<file path="src/rtl/tsd_pkg.sv">
`timescale 1ns / 1ps
`default_nettype none

package tsd_pkg;

  localparam int unsigned TypeBits  = 5;
  localparam int unsigned CodeBits  = 10;
  localparam int unsigned ValueBits = 12;
  localparam int unsigned CoordBits = 12;

  localparam logic [TypeBits-1:0] EvSyn = 5'd0;
  localparam logic [TypeBits-1:0] EvKey = 5'd1;
  localparam logic [TypeBits-1:0] EvAbs = 5'd3;

  localparam logic [CodeBits-1:0] AbsX      = 10'd0;
  localparam logic [CodeBits-1:0] AbsY      = 10'd1;
  localparam logic [CodeBits-1:0] SynReport = 10'd0;
  localparam logic [CodeBits-1:0] BtnTouch  = 10'd330;

  typedef enum logic [1:0] {
    DIR_LEFT  = 2'd0,
    DIR_RIGHT = 2'd1,
    DIR_UP    = 2'd2,
    DIR_DOWN  = 2'd3
  } dir_e;

  typedef logic [CoordBits-1:0] coord_t;

  typedef struct packed {
    logic vld;
    dir_e dir;
  } res_t;

endpackage

`default_nettype wire

</file>
<file path="src/rtl/tsd_track.sv">
`timescale 1ns / 1ps
`default_nettype none

module tsd_track (
  input  wire logic                          clk_i,
  input  wire logic                          rst_ni,
  input  wire logic                          accept_i,
  input  wire logic [tsd_pkg::TypeBits-1:0]  event_type_i,
  input  wire logic [tsd_pkg::CodeBits-1:0]  event_code_i,
  input  wire logic [tsd_pkg::ValueBits-1:0] event_value_i,
  output tsd_pkg::res_t                      res_o
);

  tsd_pkg::coord_t first_x_q, first_y_q, latest_x_q, latest_y_q;
  tsd_pkg::coord_t start_x_q, start_y_q, end_x_q, end_y_q;
  logic            seen_x_q, seen_y_q;

  tsd_pkg::coord_t v;
  tsd_pkg::coord_t dx, dy;
  logic            is_x, is_y, is_syn, is_rel;

  assign v      = event_value_i[tsd_pkg::CoordBits-1:0];
  assign is_x   = accept_i && (event_type_i == tsd_pkg::EvAbs) && (event_code_i == tsd_pkg::AbsX);
  assign is_y   = accept_i && (event_type_i == tsd_pkg::EvAbs) && (event_code_i == tsd_pkg::AbsY);
  assign is_syn = accept_i && (event_type_i == tsd_pkg::EvSyn)
                  && (event_code_i == tsd_pkg::SynReport);
  assign is_rel = accept_i && (event_type_i == tsd_pkg::EvKey)
                  && (event_code_i == tsd_pkg::BtnTouch) && (event_value_i == '0);

  assign dx = (start_x_q > end_x_q) ? start_x_q - end_x_q : end_x_q - start_x_q;
  assign dy = (start_y_q > end_y_q) ? start_y_q - end_y_q : end_y_q - start_y_q;

  always_comb begin
    res_o.vld = is_rel;
    if (dx > dy) begin
      res_o.dir = (start_x_q > end_x_q) ? tsd_pkg::DIR_LEFT : tsd_pkg::DIR_RIGHT;
    end else begin
      res_o.dir = (start_y_q > end_y_q) ? tsd_pkg::DIR_UP : tsd_pkg::DIR_DOWN;
    end
  end

  always_ff @(posedge clk_i or negedge rst_ni) begin
    if (!rst_ni) begin
      first_x_q  <= '0;
      first_y_q  <= '0;
      latest_x_q <= '0;
      latest_y_q <= '0;
      start_x_q  <= '0;
      start_y_q  <= '0;
      end_x_q    <= '0;
      end_y_q    <= '0;
      seen_x_q   <= 1'b0;
      seen_y_q   <= 1'b0;
    end else if (is_rel) begin
      first_x_q  <= '0;
      first_y_q  <= '0;
      latest_x_q <= '0;
      latest_y_q <= '0;
      start_x_q  <= '0;
      start_y_q  <= '0;
      end_x_q    <= '0;
      end_y_q    <= '0;
      seen_x_q   <= 1'b0;
      seen_y_q   <= 1'b0;
    end else if (is_x) begin
      if (!seen_x_q) begin
        first_x_q <= v;
      end
      seen_x_q   <= 1'b1;
      latest_x_q <= v;
    end else if (is_y) begin
      if (!seen_y_q) begin
        first_y_q <= v;
      end
      seen_y_q   <= 1'b1;
      latest_y_q <= v;
    end else if (is_syn && seen_x_q && seen_y_q) begin
      start_x_q <= first_x_q;
      start_y_q <= first_y_q;
      end_x_q   <= latest_x_q;
      end_y_q   <= latest_y_q;
    end
  end

endmodule

`default_nettype wire

</file>
<file path="src/rtl/tsd_outbuf.sv">
`timescale 1ns / 1ps
`default_nettype none

module tsd_outbuf (
  input  wire logic    clk_i,
  input  wire logic    rst_ni,
  input  wire tsd_pkg::res_t res_i,
  output logic         full_o,
  output logic         out_valid_o,
  input  wire logic    out_stall_i,
  output logic [1:0]   direction_o
);

  logic [1:0]    cnt_q, cnt_d;
  tsd_pkg::dir_e dir0_q, dir1_q;
  logic          push, pop;

  assign push        = res_i.vld;
  assign pop         = out_valid_o && !out_stall_i;
  assign out_valid_o = (cnt_q != 2'd0);
  assign full_o      = (cnt_q == 2'd2);
  assign direction_o = dir0_q;

  always_comb begin
    cnt_d = cnt_q;
    if (push && !pop) begin
      cnt_d = cnt_q + 2'd1;
    end else if (pop && !push) begin
      cnt_d = cnt_q - 2'd1;
    end
  end

  always_ff @(posedge clk_i or negedge rst_ni) begin
    if (!rst_ni) begin
      cnt_q <= 2'd0;
    end else begin
      cnt_q <= cnt_d;
    end
  end

  always_ff @(posedge clk_i) begin
    if (pop) begin
      if (push && cnt_q == 2'd1) begin
        dir0_q <= res_i.dir;
      end else begin
        dir0_q <= dir1_q;
      end
      if (push && cnt_q == 2'd2) begin
        dir1_q <= res_i.dir;
      end
    end else if (push) begin
      if (cnt_q == 2'd0) begin
        dir0_q <= res_i.dir;
      end else begin
        dir1_q <= res_i.dir;
      end
    end
  end

endmodule

`default_nettype wire

</file>
<file path="src/rtl/touch_swipe_direction_top.sv">
// A touch release word pushes its direction into the result buffer, from which the output presents it.
// One event word per cycle while the input is not stalled; tracking state updates in the accepting cycle.
// A two-entry result buffer keeps input flowing while one direction waits downstream.
// Input stalls only while both result entries are occupied.
// Reset (rst_ni low, asynchronous) clears all tracked points, seen flags and the buffer.
`timescale 1ns / 1ps
`default_nettype none

module touch_swipe_direction_top (
  input  wire logic                          clk_i,
  input  wire logic                          rst_ni,
  input  wire logic                          in_valid_i,
  output logic                               in_stall_o,
  input  wire logic [tsd_pkg::TypeBits-1:0]  event_type_i,
  input  wire logic [tsd_pkg::CodeBits-1:0]  event_code_i,
  input  wire logic [tsd_pkg::ValueBits-1:0] event_value_i,
  output logic                               out_valid_o,
  input  wire logic                          out_stall_i,
  output logic [1:0]                         direction_o
);

  tsd_pkg::res_t res;
  logic          full;
  logic          accept;

  assign in_stall_o = full;
  assign accept     = in_valid_i && !full;

  tsd_track u_track (
    .clk_i         (clk_i),
    .rst_ni        (rst_ni),
    .accept_i      (accept),
    .event_type_i  (event_type_i),
    .event_code_i  (event_code_i),
    .event_value_i (event_value_i),
    .res_o         (res)
  );

  tsd_outbuf u_outbuf (
    .clk_i       (clk_i),
    .rst_ni      (rst_ni),
    .res_i       (res),
    .full_o      (full),
    .out_valid_o (out_valid_o),
    .out_stall_i (out_stall_i),
    .direction_o (direction_o)
  );

endmodule

`default_nettype wire

</file>
<file path="config.mk">
export PLATFORM = sky130hd
export DESIGN_NAME = touch_swipe_direction_top
export DESIGN_NICKNAME = d
export VERILOG_FILES = /design/src/rtl/tsd_pkg.sv /design/src/rtl/tsd_track.sv /design/src/rtl/tsd_outbuf.sv /design/src/rtl/touch_swipe_direction_top.sv
export SDC_FILE = /design/constraint.sdc
export NUM_CORES = 1
export LEC_CHECK = 0
export BUFFER_PORTS_ARGS = -buffer_cell sky130_fd_sc_hd__clkbuf_2
export CAP_MARGIN = 30
export CORE_MARGIN = 3
export CORE_UTILIZATION = 55
export CTS_BUF_LIST = sky130_fd_sc_hd__clkbuf_16
export DETAILED_ROUTE_END_ITERATION = 16
export GPL_ROUTABILITY_DRIVEN = 1
export HOLD_SLACK_MARGIN = 0.08
export PLACE_DENSITY = 0.73
export SLEW_MARGIN = 20
export SYNTH_ARGS = -nofsm -noshare
export SYNTH_HDL_FRONTEND = slang
export SYNTH_SLANG_ARGS = --single-unit
export TNS_END_PERCENT = 10
</file>
<file path="constraint.sdc">
create_clock -name clk_i -period 11 [get_ports clk_i]
set_input_delay 1.1 -clock clk_i [delete_from_list [all_inputs] [get_ports clk_i]]
set_output_delay 1.1 -clock clk_i [all_outputs]
set_load 0.02 [all_outputs]
</file>
==> flow_summary.ini <==
[run]
drv_cap = 0

[timing]
finalSetupViolations = 0
fin_crit_ps = 4770
drv_slew = 0
max-slew-margin-rel_pct = 40.3
worst_pin_slew_ps = 893
finalCritPeriodShare_pct = 43.4
setup_ws_ps = 6230
max_freq_mhz = 210
finalHoldViolCount = 0
rsz0062_at_grt = false
skew_ps = 8.57
tns_ps = 0

[critical_path]
cp-end-kind = register
r2r_cells = 20
cp-start-kind = register
worstPathCellList = inv_1, ha_1, inv_1, fa_1, a21o_1, a21oi_1, o211ai_1, a41oi_1, a41oi_1, buf_4, mux2i_1, xor2_1, ha_1, and3_1, nand4_1, a21oi_1, a211o_1, o22ai_1, mux2i_1, mux2_2
worstPathMaxFanout = 7
r2r_end = u_outbuf.direction_o[0]
crit_buf_inv = 3
reg2reg_slack_ps = 6230
crit_arrival_ps = 4870
cp_slowest_cell = a41oi_1
critPathMaxStageDelay_ps = 620
r2r_start = u_track.start_y_q[0]
required_ps = 11100
critPathKind = reg -> reg
cpLargestDelayFamily = compound AO/OA/AOI/OAI gates

[route]
firstDrtPassIters = 4
drtAntennaViolNets = 0
wire_per_inst_um = 18.1
route.detailed.drc = 0
viasPerCell = 6.00
vias = 5139
routed_wl_um = 15500
first_iter_violations = 325

[clocking]
insertion_delay_ps = 350
cts_resized = 0
cts.sinks = 104
htreeDepth = 3
hold_buffers = 0
cts_buffer_depth = 2
clk_pin_slew_ps = 80
cts_inserted_buffers = 9
postCtsSetupRepairBufs = 0
cts_tree = done
clockRootBuffer = clkbuf_16

[power_and_ir_drop]
p_per_area_nw_per_um2 = 109
ir_drop_mv = 0.0940
power_frac_seq_pct = 50.9
p_int_w = 0.000577
swShare_pct = 26.2
p_clk_share_pct = 40.4
combinationalPowerShare_pct = 8.7
p_switching_w = 0.000205
power_leakage_nw = 3.49

[floorplan]
dieArea_um2 = 13300
fp.dieH_um = 115
die_x_um = 115
core-area_um2 = 11600
start_util_pct = 56.8
placementRows = 39
ios = 35

[synthesis]
syn_avg_cell_area_um2 = 9.53
seq_area_frac_synth_pct = 39.9
synth_seq_cells = 104
yosysTopAreaCell = dfrtp_1
synth_cell_types = 53
ys_warn_count = 0
synth-async-reset-ratio_pct = 96.2
syn-num-nets = 788
synth_edf_count = 4
synthFlopType = dfrtp_1
synth_area_leaders = dfrtp_1, ha_1, mux2i_1, nand2_1, inv_1
synth_cells = 690
syn_area_um2 = 6570
netlist.area_leader.share_pct = 38.1

[finish]
layout_common_cells = dfrtp_1, nand2_1, ha_1
final_nets = 806
syn_to_final_growth_pct = 8.81
multi_input_area_um2 = 3590
regArea_um2 = 2620
nFillCells = 969
layoutNonFillerInstCount = 856
n_antenna_cell = 0
drive_gt1_share_pct = 9.96
layout_commonest_cell = dfrtp_1
fin_area_um2 = 7150

[placement]
gp_congestion = 0.905
place_ws_ps = 6280
dp.cells = 839
dp_hpwl_um = 11600
port_buffers = 34
place_area_um2 = 6830

[global_route]
grt_pass1_vias = 4922
antenna_found_initial = 0
grt-ovfl-total = 0
grt_pass1_wl_um = 25500
grt_usage_pct = 24.5
grt_max_degree = 77

[hold_path]
hold_path_end = u_track.start_x_q[7]
hp-class = reg -> reg
min_from = u_track.first_x_q[7]
whs_path_depth = 2

[outcome]
status = complete, no violations
[power groups by stage]
stage          Combinational (W)  Clock (W)  Sequential [W]
6_report               0.0000681   0.000316        0.000397
5_1_grt                0.0000726   0.000336        0.000398
4_1_cts                0.0000672   0.000320        0.000397
3_5_place_dp           0.0000668          0        0.000405
3_3_place_gp           0.0000644          0        0.000405
2_1_floorplan          0.0000318          0        0.000405
[cells by family after synthesis]
family | count (synthesis) | synth area share (%)
DFF | 104 | 39.9
xor gates and xnor gates | 22 | 2.93
AOI/OAI and AO/OA | 127 | 13.2
buffers and inverters | 93 | 5.60
adders and majority gates | 67 | 13.2
and+or+nand+nor | 208 | 14.4
muxes | 69 | 10.8
[sequential cells by signal (all words and copies together), names as in the netlist, 2 cells and up]
signal / cells
u_track.start_y_q: 12
u_track.first_x_q: 12
u_track.latest_y_q: 12
u_track.end_y_q: 12
u_track.first_y_q: 12
u_track.start_x_q: 12
u_track.end_x_q: 12
u_outbuf.cnt_q: 2
u_outbuf.dir1_q: 2
u_track.latest_x_q: 12
u_outbuf.direction_o: 2
[through the flow]
stage	total power (W)	hold WS, ps	utilization [%]
floorplan	0.000437	443	-
global placement	0.000469	481	59.0
detailed placement	0.000471	476	59.0
CTS	0.000784	501	61.6
global route	0.000807	513	61.8
finish	0.000781	498	61.8
[per-layer routing]
layer | up-vias | track usage, % | wire [µm]
li1 | 2422 | - | -
met2 | 186 | 35.9 | 6840
met5 | - | 0 | 0
met3 | 32 | 4.16 | 998
met1 | 2499 | 36.6 | 7320
met4 | 0 | 8.53 | 377
[cell usage after synthesis, drive strengths merged, types with 8 or more instances]
cell	instances
ha	63
o21a	10
o21ai	17
a21o	16
a22o	20
buf	11
o31ai	9
xnor2	15
inv	60
clkbuf	22
a21oi	32
nand2	75
dfrtp	100
nand3	32
nand4	8
mux2i	62
nor2	58
[worst min-delay path: stages, from the launching register on]
cell and delay (ps):
dfrtp_1 350, nand2_1 50, o31ai_1 50
[worst max-delay path by stage]
stage	startpoint	end	slack [ps]	cells after the start
final	u_track.start_y_q[0]	u_outbuf.direction_o[0]	6230	20
after CTS	u_track.start_y_q[0]	u_outbuf.direction_o[0]	6250	20
after floorplan	u_track.end_y_q[2]	u_outbuf.direction_o[0]	6760	19
after detailed placement	u_track.start_y_q[0]	u_outbuf.direction_o[0]	6280	20
after global placement	u_track.end_x_q[0]	u_outbuf.direction_o[0]	6510	18
after global routing	u_track.start_y_q[0]	u_outbuf.direction_o[0]	5880	20
[layout make-up]
cell class	count	area share, %
Clock buffer	9	3.15
Clock inverter	7	1.01
Inverter	60	3.15
Multi-Input combinational cell	493	50.2
Sequential cell	104	36.7
Tap cell	143	2.50
Timing Repair Buffer	40	3.32
Note: power is estimated with default switching activity, not from simulation.
